## config.mk

```make
export PLATFORM = sky130hd
export DESIGN_NAME = sia64_cell
export DESIGN_NICKNAME = d
export VERILOG_FILES = /design/src/rtl/sia64_pkg.sv /design/src/rtl/sia64_cell.sv
export SDC_FILE = /design/constraint.sdc
export NUM_CORES = 1
export LEC_CHECK = 0
export ABC_AREA = 1
export BUFFER_PORTS_ARGS = -buffer_cell sky130_fd_sc_hd__buf_2
export CAP_MARGIN = 20
export CORE_MARGIN = 2
export CORE_UTILIZATION = 39
export CTS_CLUSTER_SIZE = 14
export DETAILED_ROUTE_END_ITERATION = 10
export PLACE_DENSITY = 0.67
export SLEW_MARGIN = 20
export SYNTH_ARGS = -nofsm -noshare
export SYNTH_HDL_FRONTEND = slang
export SYNTH_SLANG_ARGS = --single-unit
```

## constraint.sdc

```tcl
create_clock -name aclk -period 10 [get_ports aclk]
set_input_delay 1 -clock aclk [delete_from_list [all_inputs] [get_ports aclk]]
set_output_delay 1 -clock aclk [all_outputs]
set_load 0.1 [all_outputs]
```

## src/rtl/sia64_pkg.sv

```systemverilog
// Shared types and constants for the 64-bit signed integer ALU.
// No dependencies.
package sia64_pkg;

    localparam int XLEN = 64;
    localparam int PIPE_DEPTH = 66;

    typedef enum logic [3:0] {
        OP_ADD = 4'd0, OP_SUB = 4'd1, OP_MUL = 4'd2, OP_DIV = 4'd3,
        OP_MOD = 4'd4, OP_AND = 4'd5, OP_OR = 4'd6, OP_XOR = 4'd7,
        OP_SHL = 4'd8, OP_SHR = 4'd9, OP_LT = 4'd10, OP_LE = 4'd11,
        OP_GT = 4'd12, OP_GE = 4'd13, OP_EQ = 4'd14, OP_NE = 4'd15
    } op_t;

    // Work carried from cell to cell
    typedef struct packed {
        logic              valid;
        logic [3:0]        op;
        logic [XLEN-1:0]   rem;     // partial remainder / product accumulator
        logic [XLEN-1:0]   quo;     // dividend shifting out, quotient shifting in
        logic [XLEN-1:0]   dvs;     // divisor magnitude / multiplicand
        logic [XLEN-1:0]   mlt;     // multiplier bits still to use
        logic              neg_q;
        logic              neg_r;
        logic              dz;
        logic [XLEN-1:0]   res;     // result for operations computed in decode
    } cell_t;

endpackage

```

## src/rtl/sia64_cell.sv

```systemverilog
// One step cell: one radix-2 divide step and one shift-add multiply step.
// Depends on sia64_pkg.
module sia64_cell (
    input  logic             aclk,
    input  logic             aresetn,
    input  logic             en,
    input  sia64_pkg::cell_t d_in,
    output sia64_pkg::cell_t d_out
);
    import sia64_pkg::*;

    cell_t            d_reg;
    cell_t            d_next;
    logic [XLEN:0]    trial;
    logic [XLEN:0]    diff;

    // Restoring divide step plus multiply step
    always_comb begin
        d_next = d_in;
        trial  = {d_in.rem, d_in.quo[XLEN-1]};
        diff   = trial - {1'b0, d_in.dvs};
        if (d_in.op == OP_MUL) begin
            if (d_in.mlt[0]) begin
                d_next.rem = d_in.rem + d_in.dvs;
            end
            d_next.dvs = {d_in.dvs[XLEN-2:0], 1'b0};
            d_next.mlt = {1'b0, d_in.mlt[XLEN-1:1]};
        end else if (!diff[XLEN]) begin
            d_next.rem = diff[XLEN-1:0];
            d_next.quo = {d_in.quo[XLEN-2:0], 1'b1};
        end else begin
            d_next.rem = trial[XLEN-1:0];
            d_next.quo = {d_in.quo[XLEN-2:0], 1'b0};
        end
    end

    always_ff @(posedge aclk) begin
        if (!aresetn) begin
            d_reg.valid <= 1'b0;
        end else if (en) begin
            d_reg <= d_next;
        end
    end

    assign d_out = d_reg;
endmodule
```

==> qor.txt, run 1 <==
Reg clk slew, reported paths: 0.06 ns
CTS root buf: clkbuf_16
FMAX: 258 MHz
Placed instance area: 29600 um2
Final hold violation count: 0
DR WL/cell: 21.9 um
Fin nets: 4939
Io pins: 659
Crit Path Max Fanout: 35
Initial Util: 39.5%
Filler cells: 6817
IO Port Bufs: 658
Layout area overhead: 21.6%
Clock latency on the worst-skew pair: 0.58 ns
Internal Power: 2950 uW
Final antenna-violating net count: 0
Initial drt markers: 2753
Full die area: 67400 um2
Fin Setup TNS: 0 ns
Buffers inserted by post-CTS timing repair: 0
Mapped Nets: 4307
First-pass GRT wire length: 168 mm
Yosys warns: 0
Chip Height: 260 um
Vias in the first global route: 26100
Final Skew: 0 ns
DRC errors left: 0
Most frequent cells in the layout: nand2_1 (1697), inv_1 (661), buf_2 (658), edfxtp_1 (327), nor2_1 (276)
Initial antenna violation count: 4
Startpoint Class: input port
IR drop worst, VDD: 118 uV
CTS Buf Count: 42
DIE WIDTH: 260 um
Net Sw Frac: 43.4%
Mean Syn Cell Area: 6.63 um2
Rows: 93
Lkg Pwr: 0.0165 uW
EDFF count, synth: 327
Max-slew violations: 0
Core Area: 64600 um2
P per Cell Area: 168 nW/um2
Worst hold slack: 0.545 ns
Fin crit period: 3.87 ns
Post-CTS sizing: 0
Routability-driven placement congestion ratio: 1.04
Vias per cell: 5.06
Setup crit end kind: flop
Ys async rst share: 0%
Main synth FF type: edfxtp_1
Dpl ws: 5.47 ns
CP arrival: 4.22 ns
Total routed wirelength: 117 mm
Post-detail-place hpwl: 97.9 mm
Switching power total: 2260 uW
Total Routing Usage GR: 33.9%
Sequential Power Share: 32.4%
Max cap viols: 0
DR pass1 iterations: 7
Max_slew headroom: 31.3%
CTS tree: built
Syn Std Cell Area: 25500 um2
PnR worst setup slack: 6.13 ns
H-tree levels: 2
Share of the clock period used by the worst path: 38.7%
Worst Hold Class: flop to flop
Combinational power share: 37.7%
Status: finished clean
Total number of vias: 27200
Post-synthesis sequential area ratio: 38.6%
Final count of negative-setup-slack endpoints: 0
Share of post-route cells with drive strength above 1: 16.8%
Total power: 5210 uW
GRT overflow: 0
Commonest non-fill, non-tap cell in the layout: nand2_1
Mapped Cells: 3847
Bufs on Longest Clock Path: 3
Max reg flops: 328
Unique masters post-synth: 36
Post-Layout Inst Area: 31000 um2
Hold buffers post-CTS: 0
RSZ-0062 raised after global routing: false
Req. time, crit path: 10.34 ns
Clk pwr share: 30.0%
Worst Setup Path Type: input port to flop
#FFs+latches synth: 328
Largest net degree at the start of global routing: 163
Worst Tran Pin Value: 1.03 ns
# clock sinks: 328
critical path, stage by stage:
cell and delay (ns):
buf_2 0.07, inv_1 0.07, ha_1 0.21, fa_1 0.44, inv_1 0.08, nand2_1 0.05, nand2_1 0.07, nand3_1 0.10
nand2_2 0.13, nand2_1 0.07, nand2_2 0.12, nand2_1 0.08, nand2_2 0.11, nand2_2 0.08, nand2_2 0.06, nand2_1 0.06
nand2_2 0.54, buf_4 0.51, nand2_1 0.13, nand3_1 0.08, nand2_1 0.07
cell usage after synthesis, types with 2 or more instances:
cell	n	area, um2
xnor2_1	39	342
edfxtp_1	327	9820
ha_1	127	1590
nor2_2	2	12.5
fa_1	2	40.0
o21ai_0	148	741
o21a_1	2	15.0
buf_2	8	40.0
nand2_1	1697	6370
nor2_1	276	1040
o211ai_1	11	82.6
buf_6	5	56.3
and3_1	2	12.5
nor3_2	2	20.0
nor2_4	3	33.8
o21bai_1	7	52.6
xor2_1	20	175
buf_4	2	15.0
nand3b_1	9	67.6
a21o_1	5	37.5
a21oi_1	178	891
nor4_1	9	56.3
clkbuf_1	64	240
and2_1	5	31.3
nand4_1	24	150
inv_2	5	18.8
nand2_2	8	50.1
buf_1	3	11.3
nor3_1	21	105
nand3_1	168	841
inv_1	663	2490
layer usage:
layer  global-route usage, %  vias to the layer above  part of all wire [%]
li1                        -                    13300                     -
met1                    41.0                    12500                    39
met2                    58.2                     1192                    48
met3                    6.01                      234                   7.7
met4                    16.4                        2                   5.4
met5                       0                        -                0.0077
power groups by stage:
| stage | Combinational, uW | Clock [uW] | Sequential (uW) |
|---|---|---|---|
| 2_1_floorplan | 671 | 0 | 2470 |
| 3_3_place_gp | 1940 | 0 | 1710 |
| 3_5_place_dp | 1940 | 0 | 1710 |
| 4_1_cts | 1940 | 1580 | 1690 |
| 5_1_grt | 2080 | 1630 | 1690 |
| 6_report | 1960 | 1560 | 1690 |
kinds of logic (layout without fill, tap and decap cells):
group           Yosys count  in the layout  share of synthesized area [%]
simple gates           2228           2228                           34.5
buf+inv                 750           1414                           11.3
compound gates          353            353                           7.20
flops                   328            328                           38.6
fa+ha+maj               129            129                           6.39
xor+xnor                 59             59                           2.03
other cells               0              2                              0
stage by stage:
| stage | util, % | cells |
|---|---|---|
| floorplan | - | 3847 |
| global placement | 45.8 | 5290 |
| CTS | 48.0 | 5366 |
| detailed placement | 45.8 | 5290 |
| finish | 48.0 | 5368 |
| global route | 48.0 | 5367 |
worst paths after layout:
kind | startpoint | to | slack [ns] | cells past startpoint
hold reg to reg | d_out[327]$_SDFFE_PN0P_ | d_out[327]$_SDFFE_PN0P_ | 0.54 | 2
hold / removal | d_out[327]$_SDFFE_PN0P_ | d_out[327]$_SDFFE_PN0P_ | 0.54 | 2
setup reg to reg | d_out[327]$_SDFFE_PN0P_ | d_out[327]$_SDFFE_PN0P_ | 9.38 | 2
setup / recovery | d_in[258] | d_out[304]$_DFFE_PP_ | 6.13 | 21
area by class of cell:
type	count	area, um2	share of cell area [%]
Sequential cell	328	9840	31.7
Multi-Input combinational cell	2769	12800	41.2
Inverter	668	2520	8.13
Clock inverter	23	275	0.888
Timing Repair Buffer	670	3400	11.0
Tap cell	855	1070	3.45
Clock buffer	53	1110	3.59
Antenna cell	2	5.00	0.0161
No activity file was read; power rests on OpenSTA's default activity.
==> run 2: changes to the inputs <==
--- a/config.mk
+++ b/config.mk
@@ -12,7 +12,7 @@
 export CORE_UTILIZATION = 39
 export CTS_CLUSTER_SIZE = 14
 export DETAILED_ROUTE_END_ITERATION = 10
-export PLACE_DENSITY = 0.67
+export PLACE_DENSITY = 0.69
 export SLEW_MARGIN = 20
 export SYNTH_ARGS = -nofsm -noshare
 export SYNTH_HDL_FRONTEND = slang
==> constraint.sdc (replaced) <==
create_clock -name aclk -period 3.4 [get_ports aclk]
set_input_delay 0.34 -clock aclk [delete_from_list [all_inputs] [get_ports aclk]]
set_output_delay 0.34 -clock aclk [all_outputs]
set_load 0.1 [all_outputs]
==> run 2 against run 1 <==
Effect of this change: global-route usage rose by 1.6 points; setup slack got worse by 5.4 ns; hold slack got worse by 0.51 ns; highest routed layer unchanged.
==> qor.txt, run 2 (synthesis gave the netlist of run 1 again) <==
Bufs on Longest Clock Path: 3
CP startpoint: d_in[258]
Internal Power: 8810 uW
CTS root buf: clkbuf_16
Layout area overhead: 25.9%
RSZ-0062 raised after global routing: false
Placed instance area: 30000 um2
Worst Tran Pin Value: 0.939 ns
Total power: 15600 uW
Status: finished clean
Total routed wirelength: 124 mm
Min-delay src: d_in[121]
Max_slew headroom: 37.4%
Max cap viols: 0
H-tree levels: 2
Met2 Routed Length: 58.6 mm
Fin cells: 5474
Initial Util: 39.5%
Final hold violation count: 0
Req. time, crit path: 3.72 ns
DIE WIDTH: 260 um
Clock latency on the worst-skew pair: 0.59 ns
Startpoint Class: input port
Largest net degree at the start of global routing: 104
DR pass1 iterations: 8
Worst Hold Class: input port to flop
Post-detail-place hpwl: 103 mm
Share of the clock period used by the worst path: 77.6%
Setup crit end kind: flop
Final count of negative-setup-slack endpoints: 0
Top Metal Used: met5
Rows: 93
WL met3: 9.35 mm
Fin nets: 5041
FMAX: 379 MHz
Post-Layout Inst Area: 32100 um2
Final Skew: 0 ns
Most frequent cells in the layout: nand2_1 (1696), inv_1 (661), buf_2 (658), edfxtp_1 (327), nor2_1 (276)
Clk pwr share: 29.5%
Combinational power share: 38.5%
Reg-to-Reg Start: d_out[327]$_SDFFE_PN0P_
Final antenna-violating net count: 0
Total number of vias: 28000
First-pass GRT wire length: 174 mm
Vias per cell: 5.12
Fin crit period: 2.64 ns
Commonest non-fill, non-tap cell in the layout: nand2_1
Core Area: 64600 um2
Worst Setup Path Type: input port to flop
Reg clk slew, reported paths: 0.06 ns
Switching power total: 6750 uW
DRC errors left: 0
Net Sw Frac: 43.4%
Post-CTS sizing: 0
CP arrival: 2.96 ns
GRT overflow: 0
Max reg flops: 328
Max-slew violations: 0
Initial drt markers: 3337
IR drop worst, VDD: 325 uV
Initial antenna violation count: 11
P per Cell Area: 485 nW/um2
Full die area: 67400 um2
Routability-driven placement congestion ratio: 1.01
IO Port Bufs: 658
Chip Height: 260 um
Buffers inserted by post-CTS timing repair: 0
Share of post-route cells with drive strength above 1: 17.0%
Total Routing Usage GR: 35.5%
Vias in the first global route: 26300
Inst Count DP: 5323
# clock sinks: 328
Met1 Wirelength: 49.2 mm
DR WL/cell: 22.6 um
Crit Path Max Fanout: 31
Io pins: 659
Sequential Power Share: 32.0%
Lkg Pwr: 0.0170 uW
CTS Buf Count: 40
CTS tree: built
-- run 2: changes by cell type in the layout (fill, tap and decap cells not counted), moves of 3 or more --
| cell | change |
|---|---|
| dlygate4sd3_1 | +71 |
| buf_12 | +11 |
| clkinv_1 | +5 |
| inv_6 | -3 |
| diode_2 | +5 |
| buf_4 | +22 |
-- run 2: area by class of cell --
class,count,area [um2]
Clock inverter,25,312
Antenna cell,7,17.5
Tap cell,855,1070
Fill cell,6732,32500
Clock buffer,48,1050
Multi-Input combinational cell,2769,12800
Sequential cell,328,9840
Timing Repair Buffer,774,4490
Inverter,668,2520
-- run 2: worst max-delay path: stages --
cell     delay, ns
buf_2         0.13
inv_1         0.07
ha_1          0.21
fa_1          0.43
buf_4         0.17
inv_1         0.05
nand2_1       0.04
nand2_1       0.06
nand3_1       0.10
nand2_2       0.13
nand2_1       0.07
nand2_2       0.10
nand2_1       0.08
nand2_2       0.12
nand2_2       0.10
nand2_2       0.07
nand2_1       0.06
nand2_2       0.11
buf_12        0.23
nand2_1       0.09
nand3_1       0.11
nand2_1       0.07
-- run 2: path summary, 6_finish.rpt --
kind,to,slack (ns),cells after the start
worst max-delay path,d_out[303]$_DFFE_PP_,0.76,22
worst min-delay path,d_out[121]$_DFFE_PP_,0.04,3
worst max register to register,d_out[327]$_SDFFE_PN0P_,2.76,2
worst min register to register,d_out[327]$_SDFFE_PN0P_,0.55,2
-- run 2: through the flow --
stage	worst slack (ns)	hold slack, ns	util [%]	setup TNS, ns
after floorplan	-2.27	0.433	-	-741.81
after global placement	0.166	0.517	46.5	0
after detailed placement	0.199	0.518	46.5	0
after CTS	0.814	0.00556	49.7	0
after global routing	0.585	0.0357	49.7	0
final	0.762	0.0361	49.7	0
-- run 2: routing by layer --
metal	up-vias	track usage, %
met4	6	17.1
met3	248	5.19
met1	13000	44.4
li1	13500	-
met5	-	0
met2	1316	60.2
-- run 2: power groups by stage --
| stage | sequential, uW | combinational (uW) | clock (uW) |
|---|---|---|---|
| 2_1_floorplan | 7230 | 1970 | 0 |
| 3_3_place_gp | 5060 | 5850 | 0 |
| 3_5_place_dp | 5050 | 5840 | 0 |
| 4_1_cts | 4970 | 5930 | 4650 |
| 5_1_grt | 5000 | 6320 | 4760 |
| 6_report | 4980 | 5990 | 4590 |
-- run 2: repair_timing --
item,CTS,global route
hold buffers,71,0
hold endpoints to repair,71,0
setup endpoints to repair,0,0
